[config.mk]
export PLATFORM = sky130hd
export DESIGN_NAME = half_single_float_converter_flat
export DESIGN_NICKNAME = d
export VERILOG_FILES = /design/src/design/hsfc_pkg.sv /design/src/design/hsfc_stream_if.sv /design/src/design/half_single_float_converter.sv /design/src/flat_wrapper.sv
export SDC_FILE = /design/constraint.sdc
export NUM_CORES = 1
export LEC_CHECK = 0
export ABC_AREA = 1
export ABC_CLOCK_PERIOD_IN_PS = 4720
export BUFFER_PORTS_ARGS = -buffer_cell sky130_fd_sc_hd__buf_2
export CAP_MARGIN = 20
export CELL_PAD_IN_SITES_DETAIL_PLACEMENT = 1
export CELL_PAD_IN_SITES_GLOBAL_PLACEMENT = 2
export CORE_ASPECT_RATIO = 1.5
export CORE_MARGIN = 2
export CORE_UTILIZATION = 33
export CTS_CLUSTER_DIAMETER = 200
export DETAILED_ROUTE_END_ITERATION = 6
export MAX_ROUTING_LAYER = met4
export PLACE_DENSITY = 0.81
export SLEW_MARGIN = 30
export SYNTH_ARGS = -nofsm -noshare
export SYNTH_HDL_FRONTEND = slang
export SYNTH_SLANG_ARGS = --single-unit
[constraint.sdc]
create_clock -name clk -period 4.72 [get_ports clk]
set_clock_uncertainty 0.2 [all_clocks]
set_input_delay 1.18 -clock clk [delete_from_list [all_inputs] [get_ports clk]]
set_output_delay 1.18 -clock clk [all_outputs]
set_load 0.05 [all_outputs]
[src/design/hsfc_pkg.sv]
package hsfc_pkg;

  typedef enum logic {
    OP_H2S = 1'b0,
    OP_S2H = 1'b1
  } op_t;

  localparam int unsigned HalfBias   = 15;
  localparam int unsigned SingleBias = 127;
  localparam logic [7:0]  ExpRebias  = 8'd112;

  typedef struct packed {
    op_t         operation;
    logic [31:0] value;
  } in_item_t;

endpackage

[src/design/hsfc_stream_if.sv]
interface hsfc_stream_if #(
  parameter int unsigned W = 32
);
  logic         valid;
  logic         ready;
  logic [W-1:0] data;

  modport source (output valid, output data, input ready);
  modport sink   (input valid, input data, output ready);
endinterface

[src/design/half_single_float_converter.sv]
// Channel  | dir | payload
// ---------+-----+--------------------------------------------
// in_ch    | in  | data[32] = operation, data[31:0] = value
// out_ch   | out | data[31:0] = converted
//
// One item per cycle unless out_ch stalls; items pass the input register, then the result register.
// The input register holds when the result register is stalled, and a new
// item enters whenever the input register is empty or the result register is empty or draining.
// rst clears the valid flags only; no state survives an item.
module half_single_float_converter
  import hsfc_pkg::*;
(
  input logic         clk,
  input logic         rst,
  hsfc_stream_if.sink   in_ch,
  hsfc_stream_if.source out_ch
);

  logic        in_valid;
  in_item_t    in_item;
  logic        out_valid;
  logic [31:0] out_data;
  logic        out_load;
  logic        in_load;
  logic [31:0] result;

  assign out_load     = !out_valid || out_ch.ready;
  assign in_load      = !in_valid || out_load;
  assign in_ch.ready  = in_load;
  assign out_ch.valid = out_valid;
  assign out_ch.data  = out_data;

  // Input register
  always_ff @(posedge clk) begin
    if (rst) begin
      in_valid <= 1'b0;
    end else if (in_load) begin
      in_valid <= in_ch.valid;
    end
    if (in_load && in_ch.valid) begin
      in_item <= in_item_t'(in_ch.data);
    end
  end

  // Conversion logic
  logic        h_sign;
  logic [4:0]  h_exp;
  logic [9:0]  h_man;
  logic [3:0]  lead;
  logic [22:0] sub_man;
  logic [31:0] wide;
  logic        s_sign;
  logic [7:0]  s_exp;
  logic [22:0] s_man;
  logic [4:0]  sh;
  logic [23:0] sub_h;
  logic [4:0]  n_exp;
  logic [9:0]  n_man;

  always_comb begin
    h_sign = in_item.value[15];
    h_exp  = in_item.value[14:10];
    h_man  = in_item.value[9:0];
    lead   = 4'd0;
    for (int k = 0; k < 10; k++) begin
      if (h_man[k]) lead = 4'(k);
    end
    sub_man = 23'({13'd0, h_man} << (5'd23 - 5'(lead)));
    if (h_exp == 5'd0) begin
      if (h_man == 10'd0) wide = 32'd0;
      else wide = {h_sign, 8'(lead) + 8'd103, sub_man};
    end else if (h_exp == 5'h1f) begin
      wide = {h_sign, 8'hff, 22'd0, h_man != 10'd0};
    end else begin
      wide = {h_sign, 8'(h_exp) + ExpRebias, h_man, 13'd0};
    end

    s_sign = in_item.value[31];
    s_exp  = in_item.value[30:23];
    s_man  = in_item.value[22:0];
    // exp 103..112 -> shift (126 - exp) = 14..23
    sh     = 5'(8'd126 - s_exp);
    sub_h  = {1'b1, s_man} >> sh;
    n_exp  = 5'd0;
    n_man  = 10'd0;
    if (s_exp == 8'd0) begin
      n_exp = 5'd0;
    end else if (s_exp == 8'hff) begin
      n_exp = 5'h1f;
      n_man = {9'd0, s_man != 23'd0};
    end else if (s_exp < 8'd103) begin
      n_exp = 5'd0;
    end else if (s_exp < 8'd113) begin
      n_man = sub_h[9:0];
    end else if (s_exp > 8'd142) begin
      n_exp = 5'h1f;
    end else begin
      n_exp = 5'(s_exp - 8'd112);
      n_man = s_man[22:13];
    end

    result = (in_item.operation == OP_H2S) ? wide : {16'd0, s_sign, n_exp, n_man};
  end

  // Result register
  always_ff @(posedge clk) begin
    if (rst) begin
      out_valid <= 1'b0;
    end else if (out_load) begin
      out_valid <= in_valid;
    end
    if (out_load && in_valid) begin
      out_data <= result;
    end
  end

endmodule

[src/flat_wrapper.sv]
// flat-port wrapper written by rule: the top's interface ports become plain ports
module half_single_float_converter_flat import hsfc_pkg::*;
  (clk, rst, in_ch_valid, in_ch_data, in_ch_ready, out_ch_valid, out_ch_data, out_ch_ready);
  hsfc_stream_if in_ch_i ();
  hsfc_stream_if out_ch_i ();
  input logic clk;
  input logic rst;
  input wire logic [$bits(in_ch_i.valid)-1:0] in_ch_valid;
  input wire logic [$bits(in_ch_i.data)-1:0] in_ch_data;
  output wire logic [$bits(in_ch_i.ready)-1:0] in_ch_ready;
  output wire logic [$bits(out_ch_i.valid)-1:0] out_ch_valid;
  output wire logic [$bits(out_ch_i.data)-1:0] out_ch_data;
  input wire logic [$bits(out_ch_i.ready)-1:0] out_ch_ready;
  assign in_ch_i.valid = in_ch_valid;
  assign in_ch_i.data = in_ch_data;
  assign in_ch_ready = in_ch_i.ready;
  assign out_ch_valid = out_ch_i.valid;
  assign out_ch_data = out_ch_i.data;
  assign out_ch_i.ready = out_ch_ready;
  half_single_float_converter u_core (.clk(clk), .rst(rst), .in_ch(in_ch_i), .out_ch(out_ch_i));
endmodule
==> results of run 1 <==
## sequential cells by signal, indices dropped and copies added (netlist names)
register and flops:
u_core.h_sign 1, u_core.h_exp 5, u_core.in_valid 1, u_core.out_ch.data 31, u_core.out_ch.valid 1, u_core.h_man 10
## critical path, cell delays in order
cell,delay (ns)
sky130_fd_sc_hd__buf_2,0.10
sky130_fd_sc_hd__inv_1,0.11
sky130_fd_sc_hd__nand3_1,0.13
sky130_fd_sc_hd__buf_2,0.24
## cells by family after synthesis
group | Yosys count
flip-flops | 49
XOR/XNOR | 1
adder cells (fa/ha/maj) | 1
AO/OA/AOI/OAI | 18
AND/OR/NAND/NOR | 104
buffers and inverters | 27
other | 1
## final timing paths
check / start / to / cells past startpoint
max: out_ch_ready / in_ch_ready / 4
min reg2reg: u_core.h_exp[4]$_DFFE_PP_ / u_core.out_ch.data[30]$_SDFFCE_PP0P_ / 0
min: u_core.h_exp[4]$_DFFE_PP_ / u_core.out_ch.data[30]$_SDFFCE_PP0P_ / 0
max reg2reg: u_core.h_exp[4]$_DFFE_PP_ / u_core.out_ch.data[14]$_DFFE_PP_ / 5
## through the flow
stage                     hold WS [ns]  area (µm²)  cells  setup slack, ns
after floorplan                  0.245        2230    212             1.33
after global routing             0.346        2720    347             1.53
final                            0.333        2720    347             1.58
after detailed placement         0.318        2580    338             1.57
after global placement           0.308        2580    338             1.60
after CTS                        0.334        2700    346             1.57
## power groups by stage
stage / Clock [µW] / Sequential (µW) / Combinational, µW
global route: 324 / 519 / 160
floorplan: 0 / 570 / 60.9
global placement: 0 / 527 / 141
detailed placement: 0 / 527 / 143
CTS: 311 / 517 / 144
finish: 303 / 517 / 146
## metal layers
| layer | track usage | up-vias | wire length [µm] |
|---|---|---|---|
| met5 | - | - | 0 |
| met4 | 0.0577 | 0 | 93 |
| li1 | - | 821 | - |
| met3 | 0.0185 | 6 | 172 |
| met2 | 0.243 | 39 | 2630 |
| met1 | 0.162 | 774 | 1930 |
## layout make-up
| class | instances | area (µm²) |
|---|---|---|
| multi-input combinational | 136 | 682 |
| fill | 767 | 3720 |
| clock buffer | 6 | 72.6 |
| timing repair buffer | 54 | 293 |
| clock inverter | 2 | 38.8 |
| inverter | 24 | 90.1 |
| sequential | 49 | 1450 |
| tap | 76 | 95.1 |
## layout by cell type, fill, tap and decap left out
cell	synthesis	final
sky130_fd_sc_hd__a21boi_2	1	1
sky130_fd_sc_hd__a21oi_1	4	3
sky130_fd_sc_hd__a21oi_4	0	1
sky130_fd_sc_hd__buf_16	0	1
sky130_fd_sc_hd__buf_2	0	53
sky130_fd_sc_hd__bufinv_16	0	1
sky130_fd_sc_hd__clkbuf_1	2	1
sky130_fd_sc_hd__clkbuf_8	0	5
sky130_fd_sc_hd__clkinv_1	1	1
sky130_fd_sc_hd__conb_1	1	12
sky130_fd_sc_hd__dfxtp_1	2	2
sky130_fd_sc_hd__edfxtp_1	47	47
sky130_fd_sc_hd__ha_1	1	1
sky130_fd_sc_hd__inv_1	18	18
sky130_fd_sc_hd__inv_2	5	5
sky130_fd_sc_hd__inv_6	0	1
sky130_fd_sc_hd__nand2_1	49	49
sky130_fd_sc_hd__nand2_2	3	3
sky130_fd_sc_hd__nand2_4	2	2
sky130_fd_sc_hd__nand3_1	33	33
sky130_fd_sc_hd__nand3_2	1	1
sky130_fd_sc_hd__nand4_1	1	1
sky130_fd_sc_hd__nor2_1	7	7
sky130_fd_sc_hd__nor2_2	2	2
sky130_fd_sc_hd__nor2_4	1	1
sky130_fd_sc_hd__nor3_1	2	2
sky130_fd_sc_hd__nor3_2	2	2
sky130_fd_sc_hd__nor4_1	1	1
sky130_fd_sc_hd__o21a_1	1	1
sky130_fd_sc_hd__o21ai_0	8	8
sky130_fd_sc_hd__o21ai_2	1	1
sky130_fd_sc_hd__o31ai_1	2	2
sky130_fd_sc_hd__o32ai_1	1	1
sky130_fd_sc_hd__xnor2_1	1	1
==> results.txt, run 1 <==
* Status: finished clean
- Buffers inserted during clock tree synthesis total 5.
* Cells after synthesis: 201
- Measured along the y axis, the die boundary spans 104 µm.
- Crit path time final: 3.14 ns
* Dominant combinational cell family by area after synthesis: simple AND/OR/NAND/NOR gates
* DR iter-0 viols: 72
* Total via count after detailed routing: 1,640
* Setup repair after global routing missed its margin: no
* Number of nets in the finished design: 307
- The tool flagged a number of max-cap violations equal to 0.
- Setup slack on the worst reg-to-reg path comes out at 2.51 ns.
- Share of cells above drive strength 1: 0.295
- Summed over all nets, the switching power comes to 262 µW.
- Timing would allow up to 318 MHz.
* Final weighted congestion in routability-driven placement: 0.854
- TritonCTS built the clock tree.
* Async set-or-reset flop fraction in the synthesized netlist: 0
* Crit Path Category: in2out
- In this run the tightest slew margin relative to its limit is 0.579.
- Relative to the synthesized area, the layout overhead comes to 24.6%.
- For this design the top-level I/O count stands at 70.
* Logic gate share of total power: 0.151
- The share of total power dissipated in the clock network is 0.314.
- Average instance area after synthesis: 10.9 µm²
- Detailed placer's ending HPWL: 3.69 mm
- Warnings from Yosys: 0
- The detail route stage leaves a number of antenna-violating nets equal to 0.
* Synth Area in Compound Gates: 0.0509
- Worst-margin pin slew: 0.629 ns
- After detailed routing, the total wire length is 4.82 mm.
- Diodes inserted: 0
- After synthesis the netlist holds a flip-flop and latch count of 49.
* Multiplexer fraction of the synthesized cell area: 0
* Largest net degree at the start of global routing: 32
* Final-report hold violation count: 0
- The root buffer cell chosen for the clock tree is sky130_fd_sc_hd__clkbuf_8.
- # hold bufs at CTS: 0
- The number of max-slew violations in the final report is 0.
- After clock tree synthesis, the repair step resized 0 gates.
- The initial antenna violation count came to 0.
- Of the total power, the share spent switching nets is 0.272.
* Reported leakage power: 0.00118 µW
- Of the total synthesized cell area, the portion taken by full adders, half adders and majority gates is 0.00572.
- Predominant post-synthesis flop cell: sky130_fd_sc_hd__edfxtp_1
* Detailed-route vias per instance: 4.73
* Initial core utilization: 0.339
* Simple-Gate Fraction of Synth Area: 0.226
* Htree depth: 2
* Core region area: 6440 µm²
* DIE AREA: 7300 µm²
- After detailed routing, the number of remaining DRC violations is 0.
- IR analysis of the VDD net gives a maximum drop of 0.000190 V.
- Die width: 70.5 µm
* Main area contributors after synthesis: sky130_fd_sc_hd__edfxtp_1 65%, sky130_fd_sc_hd__nand2_1 8.4%, sky130_fd_sc_hd__nand3_1 7.6%
* Parity-gate share of the synthesized area counting xor and xnor cells: 0.00401
- Counting flops with a built-in enable in the synthesized netlist gives 47.
- After detailed routing, the average wire length per cell comes to 13.9 µm.
- Util after Layout: 0.423
- STA puts the critical path data required time at 3.34 ns.
* Most instantiated cells after synthesis: 49 x sky130_fd_sc_hd__nand2_1, 47 x sky130_fd_sc_hd__edfxtp_1, 33 x sky130_fd_sc_hd__nand3_1
- For this run, the register share of the synthesized area comes to 0.664.
* Vias in the first global route: 1,616
- Total GRT Usage: 0.140
* Biggest area consumer among synthesized cells: sky130_fd_sc_hd__edfxtp_1
- CTS Sinks: 49
* CP arrival: 1.76 ns
- Of the available clock period, the critical path in the final layout requires 0.665.
- Number of placement rows: 36
- Maximum clock path buffer count: 2
- Number of buffers added on ports: 53
* Max Fanout on Critical Path: 3
- Startpoint kind of the worst setup timing path: input pin
* Clock-pin slew on the worst setup and hold paths: 0.10 ns
- Dominant cell by count in the synthesized netlist: sky130_fd_sc_hd__nand2_1
- Summing every instance area after synthesis gives 2190 µm².
- 1st-pass router iterations: 4
- Power Internal: 703 µW
- Sequential power share: 0.535
- The worst setup path is captured at an output port.
- First-pass GRT wire length: 7.82 mm
* Yosys top cell area share: 0.646
- In the final timing run, aggregate negative setup slack is 0 ns.
- Dividing total power by cell area gives a power density of 355 nW/µm².
- Type of the worst min-delay path: reg2reg
- Overall power of the completed layout: 965 µW
* Final setup violating endpoints: 0
- The number of setup buffers added after CTS is 0.
- Number of unique standard cell types used by synthesis: 29
* Grt total ovfl: 0
- Clock insertion delay at the later pin of the skew report: 0.30 ns
Power figures use the tool's default switching activity.
==> run 2: changes to the inputs <==
--- a/config.mk
+++ b/config.mk
@@ -5,19 +5,19 @@
 export SDC_FILE = /design/constraint.sdc
 export NUM_CORES = 1
 export LEC_CHECK = 0
-export ABC_AREA = 1
-export ABC_CLOCK_PERIOD_IN_PS = 4720
+export ABC_AREA = 0
+export ABC_CLOCK_PERIOD_IN_PS = 2800
 export BUFFER_PORTS_ARGS = -buffer_cell sky130_fd_sc_hd__buf_2
 export CAP_MARGIN = 20
 export CELL_PAD_IN_SITES_DETAIL_PLACEMENT = 1
 export CELL_PAD_IN_SITES_GLOBAL_PLACEMENT = 2
 export CORE_ASPECT_RATIO = 1.5
 export CORE_MARGIN = 2
-export CORE_UTILIZATION = 33
+export CORE_UTILIZATION = 29
 export CTS_CLUSTER_DIAMETER = 200
 export DETAILED_ROUTE_END_ITERATION = 6
 export MAX_ROUTING_LAYER = met4
-export PLACE_DENSITY = 0.81
+export PLACE_DENSITY = 0.72
 export SLEW_MARGIN = 30
 export SYNTH_ARGS = -nofsm -noshare
 export SYNTH_HDL_FRONTEND = slang
==> constraint.sdc (replaced) <==
create_clock -name clk -period 2.8 [get_ports clk]
set_clock_uncertainty 0.2 [all_clocks]
set_input_delay 0.7 -clock clk [delete_from_list [all_inputs] [get_ports clk]]
set_output_delay 0.7 -clock clk [all_outputs]
set_load 0.05 [all_outputs]
==> run 2 against run 1 <==
Synthesized area up 4.3%; final cell count up 1.7%; sequential power up 69%; core utilization down 5.0 points; hold slack worse by 0.021 ns; global-route usage down 1.1 points; synthesized cell count down 11%.
==> results.txt, run 2 <==
- Pre-CTS WS: 0.201 ns (was 1.57 ns)
* Detailed-route vias per instance: 4.59 (was 4.73)
- The insertion delay to the later sink of the worst-skew pair was 0.29 ns (was 0.30 ns).
* Status: finished clean (unchanged)
* Hold path start: u_core.in_valid$_SDFFE_PP0N_ (was u_core.h_exp[4]$_DFFE_PP_)
* Reg-to-reg startpoint: u_core.h_man[5]$_DFFE_PP_ (was u_core.h_exp[4]$_DFFE_PP_)
* Logic gate share of total power: 0.140 (was 0.151)
- Share of cells above drive strength 1: 0.327 (was 0.295)
* Predominant post-synthesis flop cell: sky130_fd_sc_hd__edfxtp_1 (unchanged)
* Non-filler cells, final: 353 (was 347)
- 1st-pass router iterations: 4 (unchanged)
- First-pass GRT wire length: 8.27 mm (was 7.82 mm)
* Net switching fraction of the power: 0.260 (was 0.272)
- Max reg flops: 31 (unchanged)
* # hold bufs at CTS: 0 (unchanged)
* Die span in y: 113 µm (was 104 µm)
- Net switching power: 442 µW (was 262 µW)
* Number of top-level pins: 70 (unchanged)
* Average instance area after synthesis: 12.7 µm² (was 10.9 µm²)
* Total GRT Usage: 0.129 (was 0.140)
- CP arrival: 2.42 ns (was 1.76 ns)
- Highest-count cells in the layout ignoring fill and taps: 53 x sky130_fd_sc_hd__buf_2, 47 x sky130_fd_sc_hd__edfxtp_1, 16 x sky130_fd_sc_hd__nand2_1 (was 53 x sky130_fd_sc_hd__buf_2, 49 x sky130_fd_sc_hd__nand2_1, 47 x sky130_fd_sc_hd__edfxtp_1)
- The number of setup buffers added after CTS was 0 (unchanged).
- The share of the core filled with cells was 0.373 (was 0.423).
- Vias in the first global route: 1,693 (was 1,616)
* Crit Path Category: reg2reg (was in2out)
- The power density over cell area was 597 nW/µm² (was 355 nW/µm²).
* Register cell area after layout: 1450 µm² (unchanged)
- Main area contributors after synthesis: sky130_fd_sc_hd__edfxtp_1 62%, sky130_fd_sc_hd__o21ai_0 2.9%, sky130_fd_sc_hd__nand2_1 2.6% (was sky130_fd_sc_hd__edfxtp_1 65%, sky130_fd_sc_hd__nand2_1 8.4%, sky130_fd_sc_hd__nand3_1 7.6%)
* Maximum frequency from static timing analysis: 386 MHz
- The die outline area came to 8600 µm² (was 7300 µm²).
* Sequential cell area fraction in the yosys report: 0.637 (was 0.664)
- Post-synthesis sequential element count: 49 (unchanged)
- Reported leakage power: 0.00112 µW (was 0.00118 µW)
* Setup WS post-layout: 0.206 ns (was 1.58 ns)
* Cells after synthesis: 179 (was 201)
* Htree depth: 2 (unchanged)
- CTS Buf Count: 5 (unchanged)
* Number of nets in the finished design: 287 (was 307)
- Hold Slack: 0.312 ns (was 0.333 ns)
- Number of buffers added on ports: 53 (unchanged)
- Leading cell type in the layout, fill and taps excluded: sky130_fd_sc_hd__buf_2 (unchanged)
- The count of flip-flops with a built-in enable after synthesis came to 47 (unchanged).
- DRC violations left: 0 (unchanged)
* Power Internal: 1250 µW (was 703 µW)
- Startpoint kind of the worst setup timing path: register (was input pin)
- Multi-input combinational cell area: 763 µm² (was 682 µm²)
* CTS Root Cell: sky130_fd_sc_hd__clkbuf_16 (was sky130_fd_sc_hd__clkbuf_8)
- Number of unique standard cell types used by synthesis: 50 (was 29)
- Warnings from Yosys: 0 (unchanged)
- Clk pwr share: 0.344 (was 0.314)
* TritonCTS clock tree: done (unchanged)
- Routed WL per cell: 14.3 µm (was 13.9 µm)
- Setup repair after global routing missed its margin: no (unchanged).
* Sum of routed wire length over all layers: 5.06 mm (was 4.82 mm)
- Resized cells post-CTS: 0 (unchanged)
- The number of DRC markers after the initial detailed-route iteration came to 58 (was 72).
- Yosys top cell area share: 0.619 (was 0.646)
- The proportion of synthesized flip-flops having asynchronous set or reset is 0 (unchanged).
* Largest net degree at the start of global routing: 32 (unchanged)
- Dominant cell by count in the synthesized netlist: sky130_fd_sc_hd__edfxtp_1 (was sky130_fd_sc_hd__nand2_1)
- The total number of placement rows is 39 (was 36).
- Capturing element type of the critical path: register (was output port)
- Max-Slew Margin vs Limit: 0.621 (was 0.579)
- The post-synthesis instance area is 2280 µm² (was 2190 µm²).
- The area of the placeable core was 7610 µm² (was 6440 µm²).
- The number of diodes added for antenna fixing is 0 (unchanged).
- The initial antenna violation count was 0 (unchanged).
* Fill cell count: 885 (was 767)
* Grt total ovfl: 0 (unchanged)
* Sum Neg Setup Slack: 0 ns (unchanged)
- Most instantiated cells after synthesis: 47 x sky130_fd_sc_hd__edfxtp_1, 16 x sky130_fd_sc_hd__nand2_1, 13 x sky130_fd_sc_hd__nor2_1, 13 x sky130_fd_sc_hd__o21ai_0, 9 x sky130_fd_sc_hd__a21oi_1 (was 49 x sky130_fd_sc_hd__nand2_1, 47 x sky130_fd_sc_hd__edfxtp_1, 33 x sky130_fd_sc_hd__nand3_1).
- Number of antenna-violating nets in the routed design: 0 (unchanged)
* VDD IR max: 0.000309 V (was 0.000190 V)
* Total via count after detailed routing: 1,621 (was 1,640)
- The largest area contributor in the netlist is sky130_fd_sc_hd__edfxtp_1 (unchanged).
- The slew of the pin with the lowest slew margin came to 0.567 ns (was 0.629 ns).
- The number of max-slew violations in the final report came to 0 (unchanged).
* Die width: 76.4 µm (was 70.5 µm)
- The post-synthesis to final-layout area growth is 24.6% (about the same).
- The critical-path maximum fanout came to 8 (was 3).
- Detailed placer's ending HPWL: 3.95 mm (was 3.69 mm)
- Final critical-path share of the clock period: 0.926
* Final setup violating endpoints: 0 (unchanged)
- Sequential power share: 0.516 (was 0.535)
- After layout, the minimum clock period comes to 2.59 ns.
* Final-report hold violation count: 0 (unchanged)
- Final weighted congestion in routability-driven placement: 0.881 (was 0.854)
- Number of cells after detailed placement: 345 (was 338)
* Max-cap violations: 0 (unchanged)
- Initial core utilization: 0.299 (was 0.339)
* Clock-pin slew on the worst setup and hold paths: 0.06 ns (was 0.10 ns)
* Maximum clock path buffer count: 2 (unchanged)
* CTS Sinks: 49 (unchanged)
- The start point of the critical path is u_core.h_man[5]$_DFFE_PP_ (was out_ch_ready).
- Critical path data required time: 2.62 ns (was 3.34 ns)
* Type of the worst min-delay path: reg2reg (unchanged)
-- run 2: cell types whose count changed after synthesis, moves of 5 or more --
| cell | before | now |
|---|---|---|
| sky130_fd_sc_hd__nand2b_1 | 0 | 5 |
| sky130_fd_sc_hd__nand2_1 | 49 | 16 |
| sky130_fd_sc_hd__nor2_1 | 7 | 13 |
| sky130_fd_sc_hd__nand3_1 | 33 | 4 |
| sky130_fd_sc_hd__o21ai_0 | 8 | 13 |
| sky130_fd_sc_hd__inv_2 | 5 | 0 |
| sky130_fd_sc_hd__a21oi_1 | 4 | 9 |
| sky130_fd_sc_hd__inv_1 | 18 | 6 |
| sky130_fd_sc_hd__nor2b_1 | 0 | 5 |
-- run 2: cell type report --
cell class | count | share of cell area
Clock buffer | 6 | 0.0454
Clock inverter | 2 | 0.00485
Inverter | 6 | 0.00793
Multi-Input combinational cell | 126 | 0.269
Sequential cell | 49 | 0.511
Tap cell | 102 | 0.0449
Timing Repair Buffer | 62 | 0.117
-- run 2: path summary, 6_finish.rpt --
check                                                        end  slack [ns]  depth (start not counted)
worst max-delay path            u_core.out_ch.data[22]$_DFFE_PP_        0.21                          6
worst min-delay path            u_core.out_ch.valid$_SDFFE_PP0P_        0.31                          2
worst max register to register  u_core.out_ch.data[22]$_DFFE_PP_        0.21                          6
worst min register to register  u_core.out_ch.valid$_SDFFE_PP0P_        0.31                          2
-- run 2: per-stage QoR --
stage | power (µW) | area, µm²
floorplan | 1060 | 2320
global placement | 1130 | 2700
detailed placement | 1130 | 2700
CTS | 1720 | 2840
global route | 1770 | 2840
finish | 1700 | 2840
-- run 2: power groups by stage --
stage	combinational [µW]	sequential, µW	clock, µW
after floorplan	105	959	0
after CTS	239	876	609
after global routing	257	880	629
after detailed placement	239	892	0
final	237	875	583
after global placement	236	891	0
-- run 2: kinds of logic (layout without fill, tap and decap cells) --
group / count (synthesis) / after routing / synth area share
AOI/OAI and AO/OA: 48 / 48 / 0.145
xor gates and xnor gates: 1 / 1 / 0.00384
adders and majority gates: 1 / 1 / 0.00549
buffers and inverters: 15 / 76 / 0.0477
DFF: 49 / 49 / 0.637
muxes: 1 / 1 / 0.00439
other: 1 / 12 / 0.00164
and+or+nand+nor: 63 / 63 / 0.155
-- run 2: worst max-delay path, cell delays in order, from the launching register on --
cell and delay, ns:
sky130_fd_sc_hd__edfxtp_1 0.56, sky130_fd_sc_hd__nor3b_1 0.24, sky130_fd_sc_hd__nor3_1 0.42, sky130_fd_sc_hd__nand2_1 0.22, sky130_fd_sc_hd__a311oi_2 0.41, sky130_fd_sc_hd__nand3b_1 0.17, sky130_fd_sc_hd__a41oi_1 0.10
-- run 2: metal layers --
metal  GRT usage  vias to the layer above  share of wire
met5           -                        -              0
met4      0.0582                        0          0.022
met1       0.125                      778           0.37
met2       0.241                       36           0.56
met3      0.0297                        6          0.042
li1            -                      801              -
